--- src/hw/rtl/fdoq_pkg.sv ---
// ----------------------------------------------------------------------------
// fdoq_pkg
// Shared types, sizes and the event classing table for the filtered
// drop-oldest event queue.
// ----------------------------------------------------------------------------
package fdoq_pkg;

    // Ring size and derived widths
    localparam int DEPTH   = 16;
    localparam int PTR_W   = (DEPTH > 1) ? $clog2(DEPTH) : 1;
    localparam int FILL_W  = $clog2(DEPTH + 1);

    // Fixed field widths
    localparam int KIND_W  = 4;
    localparam int CLASS_W = 3;
    localparam int HNDL_W  = 16;
    localparam int TIME_W  = 64;
    localparam int GAIN_W  = 32;
    localparam int OCC_W   = 5;
    localparam int CNT_W   = 32;

    // Operation codes
    localparam logic OP_PUSH = 1'b0;
    localparam logic OP_POP  = 1'b1;

    // Event kinds that the classing table singles out
    localparam logic [KIND_W-1:0] KIND_SONIFICATION = 4'd11;
    localparam logic [KIND_W-1:0] KIND_IMPACT       = 4'd12;
    localparam logic [KIND_W-1:0] KIND_VACUUM       = 4'd13;

    // Event classes
    localparam logic [CLASS_W-1:0] CLASS_REAL_ACOUSTIC = 3'd0;
    localparam logic [CLASS_W-1:0] CLASS_SONIFICATION  = 3'd1;
    localparam logic [CLASS_W-1:0] CLASS_PHYS_MODELED  = 3'd3;
    localparam logic [CLASS_W-1:0] CLASS_CINEMATIC     = 3'd5;

    // One stored ring entry
    typedef struct packed {
        logic [KIND_W-1:0]  kind;
        logic [CLASS_W-1:0] cls;
        logic               present;
        logic [HNDL_W-1:0]  handle;
        logic [TIME_W-1:0]  time_bits;
        logic [GAIN_W-1:0]  gain_bits;
    } t_entry;

    // Controller to datapath commands
    typedef struct packed {
        logic load;     // an item is accepted this cycle
    } t_cmd;

    // Result item as the datapath presents it
    typedef struct packed {
        logic               ok;
        logic [KIND_W-1:0]  out_kind;
        logic [CLASS_W-1:0] out_class;
        logic               out_subject_present;
        logic [HNDL_W-1:0]  out_subject_handle;
        logic [TIME_W-1:0]  out_time_bits;
        logic [GAIN_W-1:0]  out_gain_bits;
        logic [OCC_W-1:0]   occupancy;
        logic [CNT_W-1:0]   rejected_total;
        logic [CNT_W-1:0]   accepted_total;
    } t_result;

    // Fixed kind-to-class table
    function automatic logic [CLASS_W-1:0] class_of(input logic [KIND_W-1:0] kind);
        logic [CLASS_W-1:0] cls;
        case (kind)
            KIND_SONIFICATION: cls = CLASS_SONIFICATION;
            KIND_IMPACT:       cls = CLASS_PHYS_MODELED;
            KIND_VACUUM:       cls = CLASS_REAL_ACOUSTIC;
            default:           cls = CLASS_CINEMATIC;
        endcase
        return cls;
    endfunction

    // Admission filter: no real-acoustic class, no sonification without subject
    function automatic logic admit(input logic [CLASS_W-1:0] cls, input logic present);
        return (cls != CLASS_REAL_ACOUSTIC) && !((cls == CLASS_SONIFICATION) && !present);
    endfunction

    // Saturating counter step
    function automatic logic [CNT_W-1:0] bump(input logic [CNT_W-1:0] c);
        return (c == {CNT_W{1'b1}}) ? c : c + 1'b1;
    endfunction

    // Ring pointer step
    function automatic logic [PTR_W-1:0] advance(input logic [PTR_W-1:0] p);
        return (p == PTR_W'(DEPTH - 1)) ? '0 : p + 1'b1;
    endfunction

endpackage

--- src/hw/rtl/fdoq_intf.sv ---
// ----------------------------------------------------------------------------
// fdoq_intf
// Valid/ready channels of the event queue: event requests in, results out.
// ----------------------------------------------------------------------------

// Request channel
interface fdoq_req_if
    import fdoq_pkg::*;
();
    logic               valid;
    logic               ready;
    logic               opcode;
    logic [KIND_W-1:0]  event_kind;
    logic               subject_present;
    logic [HNDL_W-1:0]  subject_handle;
    logic [TIME_W-1:0]  time_bits;
    logic [GAIN_W-1:0]  gain_bits;

    modport source (
        output valid, opcode, event_kind, subject_present, subject_handle,
               time_bits, gain_bits,
        input  ready
    );
    modport sink (
        input  valid, opcode, event_kind, subject_present, subject_handle,
               time_bits, gain_bits,
        output ready
    );
endinterface

// Result channel
interface fdoq_rsp_if
    import fdoq_pkg::*;
();
    logic               valid;
    logic               ready;
    logic               ok;
    logic [KIND_W-1:0]  out_kind;
    logic [CLASS_W-1:0] out_class;
    logic               out_subject_present;
    logic [HNDL_W-1:0]  out_subject_handle;
    logic [TIME_W-1:0]  out_time_bits;
    logic [GAIN_W-1:0]  out_gain_bits;
    logic [OCC_W-1:0]   occupancy;
    logic [CNT_W-1:0]   rejected_total;
    logic [CNT_W-1:0]   accepted_total;

    modport source (
        output valid, ok, out_kind, out_class, out_subject_present,
               out_subject_handle, out_time_bits, out_gain_bits, occupancy,
               rejected_total, accepted_total,
        input  ready
    );
    modport sink (
        input  valid, ok, out_kind, out_class, out_subject_present,
               out_subject_handle, out_time_bits, out_gain_bits, occupancy,
               rejected_total, accepted_total,
        output ready
    );
endinterface

--- src/hw/rtl/fdoq_ctrl.sv ---
// ----------------------------------------------------------------------------
// fdoq_ctrl
// Handshake controller: takes an item, then holds the result until taken.
// ----------------------------------------------------------------------------
module fdoq_ctrl
    import fdoq_pkg::*;
(
    input  logic i_clk,
    input  logic i_rst_n,
    input  logic i_in_valid,
    input  logic i_out_ready,
    output logic o_in_ready,
    output logic o_out_valid,
    output t_cmd o_cmd
);

    typedef enum logic {
        S_IDLE,
        S_HOLD
    } t_state;

    t_state r_state;
    t_state n_state;
    logic   w_accept;

    // A new item may enter when idle or when the held result leaves this cycle
    assign o_in_ready  = (r_state == S_IDLE) || i_out_ready;
    assign w_accept    = i_in_valid && o_in_ready;
    assign o_out_valid = (r_state == S_HOLD);
    assign o_cmd.load  = w_accept;

    // Next state
    always_comb begin
        n_state = r_state;
        case (r_state)
            S_IDLE: begin
                if (w_accept) n_state = S_HOLD;
            end
            S_HOLD: begin
                if (i_out_ready && !w_accept) n_state = S_IDLE;
            end
            default: n_state = S_IDLE;
        endcase
    end

    // State register
    always_ff @(posedge i_clk) begin
        if (!i_rst_n) begin
            r_state <= S_IDLE;
        end else begin
            r_state <= n_state;
        end
    end

endmodule

--- src/hw/rtl/fdoq_dp.sv ---
// ----------------------------------------------------------------------------
// fdoq_dp
// Datapath: entry ring, pointers, fill count, filter counters and the
// registered result.
// ----------------------------------------------------------------------------
module fdoq_dp
    import fdoq_pkg::*;
(
    input  logic               i_clk,
    input  logic               i_rst_n,
    input  t_cmd               i_cmd,
    input  logic               i_opcode,
    input  logic [KIND_W-1:0]  i_event_kind,
    input  logic               i_subject_present,
    input  logic [HNDL_W-1:0]  i_subject_handle,
    input  logic [TIME_W-1:0]  i_time_bits,
    input  logic [GAIN_W-1:0]  i_gain_bits,
    output t_result            o_result
);

    t_entry r_mem [DEPTH];
    t_entry r_rd_data;
    t_entry w_wr_entry;

    logic [PTR_W-1:0]  r_rd_ptr,  n_rd_ptr;
    logic [PTR_W-1:0]  r_wr_ptr,  n_wr_ptr;
    logic [FILL_W-1:0] r_fill,    n_fill;
    logic [CNT_W-1:0]  r_rej_cnt, n_rej_cnt;
    logic [CNT_W-1:0]  r_acc_cnt, n_acc_cnt;
    logic              r_ok,      n_ok;
    logic              r_hit,     n_hit;

    logic [CLASS_W-1:0] w_cls;
    logic               w_admit;
    logic               w_wr_en;
    logic               w_rd_en;
    logic               w_full;
    logic               w_empty;

    // Classing and filter on the incoming event
    assign w_cls   = class_of(i_event_kind);
    assign w_admit = admit(w_cls, i_subject_present);
    assign w_full  = (r_fill == FILL_W'(DEPTH));
    assign w_empty = (r_fill == '0);

    assign w_wr_en = i_cmd.load && (i_opcode == OP_PUSH) && w_admit;
    assign w_rd_en = i_cmd.load && (i_opcode == OP_POP) && !w_empty;

    assign w_wr_entry = '{kind:      i_event_kind,
                          cls:       w_cls,
                          present:   i_subject_present,
                          handle:    i_subject_handle,
                          time_bits: i_time_bits,
                          gain_bits: i_gain_bits};

    // Pointer, fill and counter updates
    always_comb begin
        n_rd_ptr  = r_rd_ptr;
        n_wr_ptr  = r_wr_ptr;
        n_fill    = r_fill;
        n_rej_cnt = r_rej_cnt;
        n_acc_cnt = r_acc_cnt;
        n_ok      = r_ok;
        n_hit     = r_hit;
        if (i_cmd.load) begin
            if (i_opcode == OP_PUSH) begin
                n_ok  = w_admit;
                n_hit = 1'b0;
                if (!w_admit) begin
                    n_rej_cnt = bump(r_rej_cnt);
                end else begin
                    n_acc_cnt = bump(r_acc_cnt);
                    n_wr_ptr  = advance(r_wr_ptr);
                    // Full ring: oldest entry is dropped, occupancy stays
                    if (w_full) n_rd_ptr = advance(r_rd_ptr);
                    else        n_fill   = r_fill + 1'b1;
                end
            end else begin
                n_ok  = !w_empty;
                n_hit = !w_empty;
                if (!w_empty) begin
                    n_rd_ptr = advance(r_rd_ptr);
                    n_fill   = r_fill - 1'b1;
                end
            end
        end
    end

    // Control and counter registers
    always_ff @(posedge i_clk) begin
        if (!i_rst_n) begin
            r_rd_ptr  <= '0;
            r_wr_ptr  <= '0;
            r_fill    <= '0;
            r_rej_cnt <= '0;
            r_acc_cnt <= '0;
            r_ok      <= 1'b0;
            r_hit     <= 1'b0;
        end else begin
            r_rd_ptr  <= n_rd_ptr;
            r_wr_ptr  <= n_wr_ptr;
            r_fill    <= n_fill;
            r_rej_cnt <= n_rej_cnt;
            r_acc_cnt <= n_acc_cnt;
            r_ok      <= n_ok;
            r_hit     <= n_hit;
        end
    end

    // Entry memory: one write port, one registered read port
    always_ff @(posedge i_clk) begin
        if (w_wr_en) r_mem[r_wr_ptr] <= w_wr_entry;
        if (w_rd_en) r_rd_data <= r_mem[r_rd_ptr];
    end

    // Result; popped fields read zero unless a pop returned an entry
    assign o_result.ok                  = r_ok;
    assign o_result.out_kind            = r_hit ? r_rd_data.kind      : '0;
    assign o_result.out_class           = r_hit ? r_rd_data.cls       : '0;
    assign o_result.out_subject_present = r_hit && r_rd_data.present;
    assign o_result.out_subject_handle  = r_hit ? r_rd_data.handle    : '0;
    assign o_result.out_time_bits       = r_hit ? r_rd_data.time_bits : '0;
    assign o_result.out_gain_bits       = r_hit ? r_rd_data.gain_bits : '0;
    assign o_result.occupancy           = OCC_W'(r_fill);
    assign o_result.rejected_total      = r_rej_cnt;
    assign o_result.accepted_total      = r_acc_cnt;

endmodule

--- src/hw/rtl/filtered_drop_oldest_event_queue_unit.sv ---
// ----------------------------------------------------------------------------
// filtered_drop_oldest_event_queue_unit
// Event queue with an admission filter and drop-oldest overflow.
//
//   Channel   Dir  Handshake         Carries
//   i_evt     in   valid / ready     opcode, kind, subject, time, gain
//   o_res     out  valid / ready     ok, popped entry, occupancy, counters
//
// One result per item, valid the cycle after the item is taken; the result
// and the controller state are both registered.
// Sustained rate is one item per cycle while results are taken at once.
// A stalled result holds; a new item is taken in the cycle it leaves.
// Synchronous active-low reset empties the ring and clears both counters.
// ----------------------------------------------------------------------------
module filtered_drop_oldest_event_queue_unit
    import fdoq_pkg::*;
(
    input  logic       i_clk,
    input  logic       i_rst_n,
    fdoq_req_if.sink   i_evt,
    fdoq_rsp_if.source o_res
);

    t_cmd    w_cmd;
    t_result w_result;

    // Handshake controller
    fdoq_ctrl u_ctrl (
        .i_clk       (i_clk),
        .i_rst_n     (i_rst_n),
        .i_in_valid  (i_evt.valid),
        .i_out_ready (o_res.ready),
        .o_in_ready  (i_evt.ready),
        .o_out_valid (o_res.valid),
        .o_cmd       (w_cmd)
    );

    // Ring and counters
    fdoq_dp u_dp (
        .i_clk             (i_clk),
        .i_rst_n           (i_rst_n),
        .i_cmd             (w_cmd),
        .i_opcode          (i_evt.opcode),
        .i_event_kind      (i_evt.event_kind),
        .i_subject_present (i_evt.subject_present),
        .i_subject_handle  (i_evt.subject_handle),
        .i_time_bits       (i_evt.time_bits),
        .i_gain_bits       (i_evt.gain_bits),
        .o_result          (w_result)
    );

    // Result payload
    assign o_res.ok                  = w_result.ok;
    assign o_res.out_kind            = w_result.out_kind;
    assign o_res.out_class           = w_result.out_class;
    assign o_res.out_subject_present = w_result.out_subject_present;
    assign o_res.out_subject_handle  = w_result.out_subject_handle;
    assign o_res.out_time_bits       = w_result.out_time_bits;
    assign o_res.out_gain_bits       = w_result.out_gain_bits;
    assign o_res.occupancy           = w_result.occupancy;
    assign o_res.rejected_total      = w_result.rejected_total;
    assign o_res.accepted_total      = w_result.accepted_total;

endmodule
--- src/flat_wrapper.sv ---
// flat-port wrapper written by rule: the top's interface ports become plain ports
module filtered_drop_oldest_event_queue_unit_flat import fdoq_pkg::*;
  (i_clk, i_rst_n, i_evt_valid, i_evt_opcode, i_evt_event_kind, i_evt_subject_present, i_evt_subject_handle, i_evt_time_bits, i_evt_gain_bits, i_evt_ready, o_res_valid, o_res_ok, o_res_out_kind, o_res_out_class, o_res_out_subject_present, o_res_out_subject_handle, o_res_out_time_bits, o_res_out_gain_bits, o_res_occupancy, o_res_rejected_total, o_res_accepted_total, o_res_ready);
  fdoq_req_if i_evt_i ();
  fdoq_rsp_if o_res_i ();
  input  logic i_clk;
  input  logic i_rst_n;
  input wire logic [$bits(i_evt_i.valid)-1:0] i_evt_valid;
  input wire logic [$bits(i_evt_i.opcode)-1:0] i_evt_opcode;
  input wire logic [$bits(i_evt_i.event_kind)-1:0] i_evt_event_kind;
  input wire logic [$bits(i_evt_i.subject_present)-1:0] i_evt_subject_present;
  input wire logic [$bits(i_evt_i.subject_handle)-1:0] i_evt_subject_handle;
  input wire logic [$bits(i_evt_i.time_bits)-1:0] i_evt_time_bits;
  input wire logic [$bits(i_evt_i.gain_bits)-1:0] i_evt_gain_bits;
  output wire logic [$bits(i_evt_i.ready)-1:0] i_evt_ready;
  output wire logic [$bits(o_res_i.valid)-1:0] o_res_valid;
  output wire logic [$bits(o_res_i.ok)-1:0] o_res_ok;
  output wire logic [$bits(o_res_i.out_kind)-1:0] o_res_out_kind;
  output wire logic [$bits(o_res_i.out_class)-1:0] o_res_out_class;
  output wire logic [$bits(o_res_i.out_subject_present)-1:0] o_res_out_subject_present;
  output wire logic [$bits(o_res_i.out_subject_handle)-1:0] o_res_out_subject_handle;
  output wire logic [$bits(o_res_i.out_time_bits)-1:0] o_res_out_time_bits;
  output wire logic [$bits(o_res_i.out_gain_bits)-1:0] o_res_out_gain_bits;
  output wire logic [$bits(o_res_i.occupancy)-1:0] o_res_occupancy;
  output wire logic [$bits(o_res_i.rejected_total)-1:0] o_res_rejected_total;
  output wire logic [$bits(o_res_i.accepted_total)-1:0] o_res_accepted_total;
  input wire logic [$bits(o_res_i.ready)-1:0] o_res_ready;
  assign i_evt_i.valid = i_evt_valid;
  assign i_evt_i.opcode = i_evt_opcode;
  assign i_evt_i.event_kind = i_evt_event_kind;
  assign i_evt_i.subject_present = i_evt_subject_present;
  assign i_evt_i.subject_handle = i_evt_subject_handle;
  assign i_evt_i.time_bits = i_evt_time_bits;
  assign i_evt_i.gain_bits = i_evt_gain_bits;
  assign i_evt_ready = i_evt_i.ready;
  assign o_res_valid = o_res_i.valid;
  assign o_res_ok = o_res_i.ok;
  assign o_res_out_kind = o_res_i.out_kind;
  assign o_res_out_class = o_res_i.out_class;
  assign o_res_out_subject_present = o_res_i.out_subject_present;
  assign o_res_out_subject_handle = o_res_i.out_subject_handle;
  assign o_res_out_time_bits = o_res_i.out_time_bits;
  assign o_res_out_gain_bits = o_res_i.out_gain_bits;
  assign o_res_occupancy = o_res_i.occupancy;
  assign o_res_rejected_total = o_res_i.rejected_total;
  assign o_res_accepted_total = o_res_i.accepted_total;
  assign o_res_i.ready = o_res_ready;
  filtered_drop_oldest_event_queue_unit u_core (.i_clk(i_clk), .i_rst_n(i_rst_n), .i_evt(i_evt_i), .o_res(o_res_i));
endmodule
--- config.mk ---
export PLATFORM = sky130hd
export DESIGN_NAME = filtered_drop_oldest_event_queue_unit_flat
export DESIGN_NICKNAME = d
export VERILOG_FILES = /design/src/hw/rtl/fdoq_pkg.sv /design/src/hw/rtl/fdoq_intf.sv /design/src/hw/rtl/fdoq_ctrl.sv /design/src/hw/rtl/fdoq_dp.sv /design/src/hw/rtl/filtered_drop_oldest_event_queue_unit.sv /design/src/flat_wrapper.sv
export SDC_FILE = /design/constraint.sdc
export NUM_CORES = 2
export LEC_CHECK = 0
export BUFFER_PORTS_ARGS = -buffer_cell sky130_fd_sc_hd__buf_4
export CAP_MARGIN = 20
export CORE_ASPECT_RATIO = 1.5
export CORE_MARGIN = 2
export CORE_UTILIZATION = 40
export DETAILED_ROUTE_END_ITERATION = 12
export GPL_ROUTABILITY_DRIVEN = 0
export PLACE_DENSITY = 0.6
export SLEW_MARGIN = 15
export SYNTH_ARGS = -nofsm -noshare
export SYNTH_HDL_FRONTEND = slang
export SYNTH_HIERARCHICAL = 1
export SYNTH_SLANG_ARGS = --single-unit
--- constraint.sdc ---
create_clock -name i_clk -period 25.5 [get_ports i_clk]
set_clock_uncertainty 0.05 [all_clocks]
set_input_delay 6.375 -clock i_clk [delete_from_list [all_inputs] [get_ports i_clk]]
set_output_delay 6.375 -clock i_clk [all_outputs]
set_load 0.01 [all_outputs]
Yosys cells after proc, flatten, opt, wreduce, memory -nomap -nowiden
Memories as Yosys holds them, arrays and structs flattened. A register that Yosys moved wholly into a read port is not among the register bits.
Cells that the tools add are included.
Word-level totals
  register bits: 80
  memory bits (writable): 1920
  input port bits: 122
  output and inout port bits: 192
  word-level logic and storage cells: 77
  memories kept: 1
Cells by class
  $add $sub $neg: 6
  equal/unequal tests: 11
  multiplexer cells: 23
  bitwise logic cells: 5
  reductions and logical operators: 23
Memories
  u_core.u_dp.r_mem: words 16, width 120, rd ports 1, clocked after memory_dff 1, wr ports 1, line fdoq_dp.sv:21  | t_entry r_mem [DEPTH];
Operators by type and width (number)
  adder 32 x 1 -> 32 bit, second input constant: 2
  equality test 32 bit, second input constant: 2
  2-to-1 mux 64 bit: 1
  2-to-1 mux 32 bit: 1
  2-to-1 mux 4 bit: 7
  equality test 4 bit, second input constant: 5
  2-to-1 mux 5 bit: 4
  2-to-1 mux 16 bit: 1
  AND reduction 4 bit: 4
  logical AND 1 bit: 9
  one-hot mux 3 bit (3 select lines): 1
  adder 4 x 1 -> 4 bit, second input constant: 2
  2-to-1 mux 1 bit: 6
  adder 5 x 1 -> 5 bit, second input constant: 1
  equality test 5 bit, second input constant: 1
  zero test 5 bit: 1
  NOT 1 bit: 5
  subtractor 5 x 1 -> 5 bit, second input constant: 1
  zero test 1 bit: 4
  inequality test 2 bit, second input constant: 2
  nonzero test 2 bit: 2
  equality test 3 x 1 -> 1 bit, second input constant: 1
  2-to-1 mux 3 bit: 1
  AND reduction 3 bit: 1
  other kinds (3): 3

Longest topological paths before layout
  word-level depth: 9
  depth in mapped cells: 10
  gate-level depth less buffers: 7

Modules after synthesis
The synthesis kept the hierarchy.
Modules (own cells, without submodules)
  fdoq_dp: instances 1, cells each 3445, area an instance 80438.4 sq um
  fdoq_ctrl: instances 1, cells each 5, area an instance 57.6 sq um

Least setup slack after synthesis
OpenSTA, ideal clock, no wires.
  kind: input -> register
  start: input port o_res_ready
  end: memory u_core/u_dp/r_mem[3][0] (netlist bit), enable pin
  setup time: 0.746 ns
  arrival: 15.499 ns
  data required time: 24.704 ns
  slack: 9.205 ns
  stages on the path: 7
  path buffers: 1
  cell sequence: nand2b_4 and2_4 nor2b_1 o211a_1 buf_2 nand2_1 nor3_1
Between the ends
  word-level cells in the longest chain between the ends: 6
RTL lines
  from (decl): line flat_wrapper.sv:27  | input wire logic [$bits(o_res_i.ready)-1:0] o_res_ready;
  logical OR 1 bit: line fdoq_ctrl.sv:27  | assign o_in_ready = (r_state == S_IDLE) || i_out_ready;
  logical AND 1 bit: line fdoq_ctrl.sv:28  | assign w_accept = i_in_valid && o_in_ready;
  net u_core.w_cmd: line filtered_drop_oldest_event_queue_unit.sv:24  | t_cmd w_cmd;
  logical AND 1 bit (2 in a row): line fdoq_dp.sv:46  | assign w_wr_en = i_cmd.load && (i_opcode == OP_PUSH) && w_admit;
  2-to-1 mux 1 bit: line fdoq_dp.sv:112  | if (w_wr_en) r_mem[r_wr_ptr] <= w_wr_entry;
  2-to-1 mux 1 bit (not written as such): line fdoq_dp.sv:112
  to (decl): line fdoq_dp.sv:21
The timed path passes the listed nets, and every way through them passes these cells.

Final worst setup path
  start: input port o_res_ready
  end: output port i_evt_ready
Between the ends
  word-level cells in the longest chain between the ends: 1
RTL lines
  logical OR 1 bit: line fdoq_ctrl.sv:27
  to (decl): line flat_wrapper.sv:15  | output wire logic [$bits(i_evt_i.ready)-1:0] i_evt_ready;
Every way passes these cells.

==> flow_summary.yaml <==
setup_path:
  crit_end: "i_evt_ready"
  crit_path_start: "o_res_ready"
  path_depth: 3
  r2r_start: "u_core/u_dp/r_rd_ptr[0]$_SDFFE_PN0P_"
  crit_type: "primary input to output pin"
  cp_common_cell: "buf_4"
  cpMaxStageDelayCell: "nand2b_4"
  r2r_cells: 5
  r2r_end: "u_core/u_dp/r_rd_data[84]$_DFFE_PP_"
  cp.arrival_ps: 6760
  worst_setup_path_start_kind: "primary input"
  critical_path.top_delay_family: "buffers and inverters"
  worstPathMaxFanout: 3
  r2r_slack_ps: 20750
  required_ps: 19080
  path_buf_inv: 2
  worst_setup_path_end_kind: "output pin"
  critPathMaxStageDelay_ps: 140
  path_cells: "buf_4, nand2b_4, buf_4"
routing:
  drc: 0
  avgRoutedWirePerCell_um: 27.8
  ant_nets: 0
  drt-initial-drc-count: 3385
  wirelength_um: 185000
  vias_per_cell: 5.56
  detailedRoute.firstPassIterationCount: 5
  vias: 37000
cts:
  cts_sinks: 2120
  htree_levels: 4
  clock_latency_ps: 840
  cts_buffers: 202
  post_cts_buffers: 0
  cts_tree: "built"
  cts_hold_buf: 0
  cts_buffer_depth: 4
  cts_root_buffer: "clkbuf_16"
  clk_pin_slew_ps: 60
  cts_resized: 0
layout:
  nets: 3989
  drive_gt1_share_pct: 31.6
  seq_area_um2: 62900
  fill_cells: 16600
  multi_input_area_um2: 16900
  area_growth_pct: 14.6
power_and_ir_drop:
  p_leak_nw: 28.0
  p_per_area_nw_per_um2: 80.1
  ir_worst_vdd_mv: 0.0548
synthesis:
  synth_area_leaders: "edfxtp_1, mux4_2, dfxtp_1"
  yosys_warnings: 6
  async_flop_share_pct: 0
  yosys.area.top_type: "edfxtp_1"
  synth_top_area_share_pct: 76.1
  synth_seq_cells: 2120
  avgSynthCellArea_um2: 23.3
  synth_area_um2: 80500
  synthCells: 3450
  seq_area_frac_synth_pct: 78.1
  syn_nets: 3583
  synth_edf_count: 2040
  yosysUniqueCellTypes: 59
  synthFlopType: "edfxtp_1"
sta:
  worst_pin_slew_ps: 1080
  fin_crit_ps: 13180
  hold_viol: 0
  setup_tns_ps: 0
  timing.final.crit_share_pct: 51.7
  clock.fmax_ghz: 0.0758
  rsz0062_at_grt: "no"
  setup_viol: 0
  hold_slack_ps: 444
  slew_viol_final: 0
  slew-limit-headroom_pct: 27.8
run:
  drv_cap: 0
die:
  core_um2: 200000
  die-area_um2: 205000
  initial_utilization_pct: 40.3
  rows: 201
  die_h_um: 553
  die_w_um: 370
  ioPinCount: 314
global_route:
  track_usage_pct: 17.9
  grt_max_degree: 121
  antenna_found_initial: 31
  grt_pass1_wl_um: 269000
  grt-ovfl-total: 0
  grt_pass1_vias: 38300
placement:
  dp_hpwl_um: 94700
  io_buffers: 313
min_path:
  whs_path_depth: 2
  hold_path_class: "flop to flop"
run_status:
  outcome: "finished clean"
## stage by stage
step                      utilization [%]  instances  setup WS [ps]  instance area (µm²)  power [W]
after floorplan                         -       3450           9210                80500    0.00444
after global placement               43.1       6291          12310                86100    0.00465
after detailed placement             43.1       6291          12310                86100    0.00466
after CTS                            46.1       6639          12310                92200    0.00749
after global routing                 46.1       6640          12300                92200    0.00764
final                                46.1       6643          12320                92200    0.00739
## tightest hold or removal path: stages, from the launching register on
cell	delay [ps]
dfxtp_1	330
o41ai_1	60
a21oi_1	50
## placed cells by master (no fill, tap or decap), types with 5 or more instances in the layout
master,Yosys,layout
a21oi_1,49,49
and2_1,121,121
and3_1,5,5
and4_1,6,6
buf_12,0,9
buf_4,1,367
bufinv_16,0,11
clkbuf_1,103,56
clkbuf_16,0,205
clkinv_1,0,40
clkinv_2,0,22
clkinvlp_4,0,5
dfxtp_1,80,75
dfxtp_4,0,5
edfxtp_1,2040,2040
ha_1,10,10
inv_1,16,14
mux2i_1,10,10
mux4_2,600,600
nand2_1,53,53
nand2b_1,12,12
nand3_1,28,28
nand4_1,23,23
nor2_1,35,23
nor2_4,0,12
nor3_1,10,6
nor4_1,9,9
o211ai_1,6,6
o21ai_0,33,33
o21ai_1,8,8
o31ai_1,8,8
or3_1,33,33
or4_1,16,16
xnor2_1,9,9
## power by group
part | total (W) | internal [W] | switching, W
clock | 0.00283 | 0.00158 | 0.00125
combinational | 0.000657 | 0.000340 | 0.000317
sequential | 0.00390 | 0.00387 | 0.0000338
total | 0.00739 | 0.00579 | 0.00160
## per-layer routing
| layer | up-vias | GRT usage, % | routed length [µm] |
|---|---|---|---|
| met4 | 24 | 3.95 | 3390 |
| met5 | - | 0 | 147 |
| met2 | 1060 | 29.5 | 91500 |
| met3 | 269 | 2.90 | 10300 |
| met1 | 20100 | 25.1 | 79300 |
| li1 | 15500 | - | - |
## kinds of logic (layout without fill, tap and decap cells)
family                   after synthesis  count (layout)  synth area share, %
AO/OA/AOI/OAI                        134             134                 1.02
XOR/XNOR                              13              13                0.141
adder cells (fa/ha/maj)               11              11                0.180
buffers and inverters                191             741                0.998
flip-flops                          2120            2120                 78.1
multiplexers                         610             610                 16.9
other                                  0               4                    0
AND/OR/NAND/NOR                      371             371                 2.66
## area by class of cell
type,count,area share [%]
diodes,4,0.0109
clock buffers,261,5.79
clock inverters,87,0.796
inverters,16,0.0733
multi-input cells,1139,18.4
flip-flops and latches,2120,68.2
well taps,2639,3.58
repair buffers,377,3.20
## Yosys cell counts (all sizes together) (13+ instances only)
cell    instances
inv            16
a21oi          49
buf            72
nand4          24
mux4          600
or3            33
o21ai          41
nor2           35
dfxtp          80
or4            16
clkbuf        103
edfxtp       2040
nand3          28
nand2          53
and2          122
nand2b         13
## state kept, by name, summed over array words and instances (netlist names)
signal and count:
u_core/u_ctrl/o_out_valid 1, u_core/u_dp/r_ok 1, u_core/u_dp/r_wr_ptr 4, u_core/u_dp/r_rej_cnt 32, u_core/u_dp/r_rd_data 120, u_core/u_dp/r_hit 1, u_core/u_dp/r_mem 1920, u_core/u_dp/r_rd_ptr 4
u_core/u_dp/r_acc_cnt 32, u_core/u_dp/r_fill 5
## worst min path at each step
stage	startpoint	end	slack [ps]
2_1_floorplan	u_core/u_dp/r_ok$_SDFFE_PN0P_	u_core/u_dp/r_ok$_SDFFE_PN0P_	420
3_3_place_gp	u_core/u_dp/r_rej_cnt[20]$_SDFFE_PN0P_	u_core/u_dp/r_rej_cnt[20]$_SDFFE_PN0P_	430
3_5_place_dp	u_core/u_dp/r_rej_cnt[20]$_SDFFE_PN0P_	u_core/u_dp/r_rej_cnt[20]$_SDFFE_PN0P_	430
4_1_cts	u_core/u_dp/r_rej_cnt[20]$_SDFFE_PN0P_	u_core/u_dp/r_rej_cnt[20]$_SDFFE_PN0P_	440
5_1_grt	u_core/u_ctrl/o_out_valid$_SDFF_PN0_	u_core/u_ctrl/o_out_valid$_SDFF_PN0_	470
6_report	u_core/u_dp/r_rej_cnt[20]$_SDFFE_PN0P_	u_core/u_dp/r_rej_cnt[20]$_SDFFE_PN0P_	440
Power figures use the tool's default switching activity.
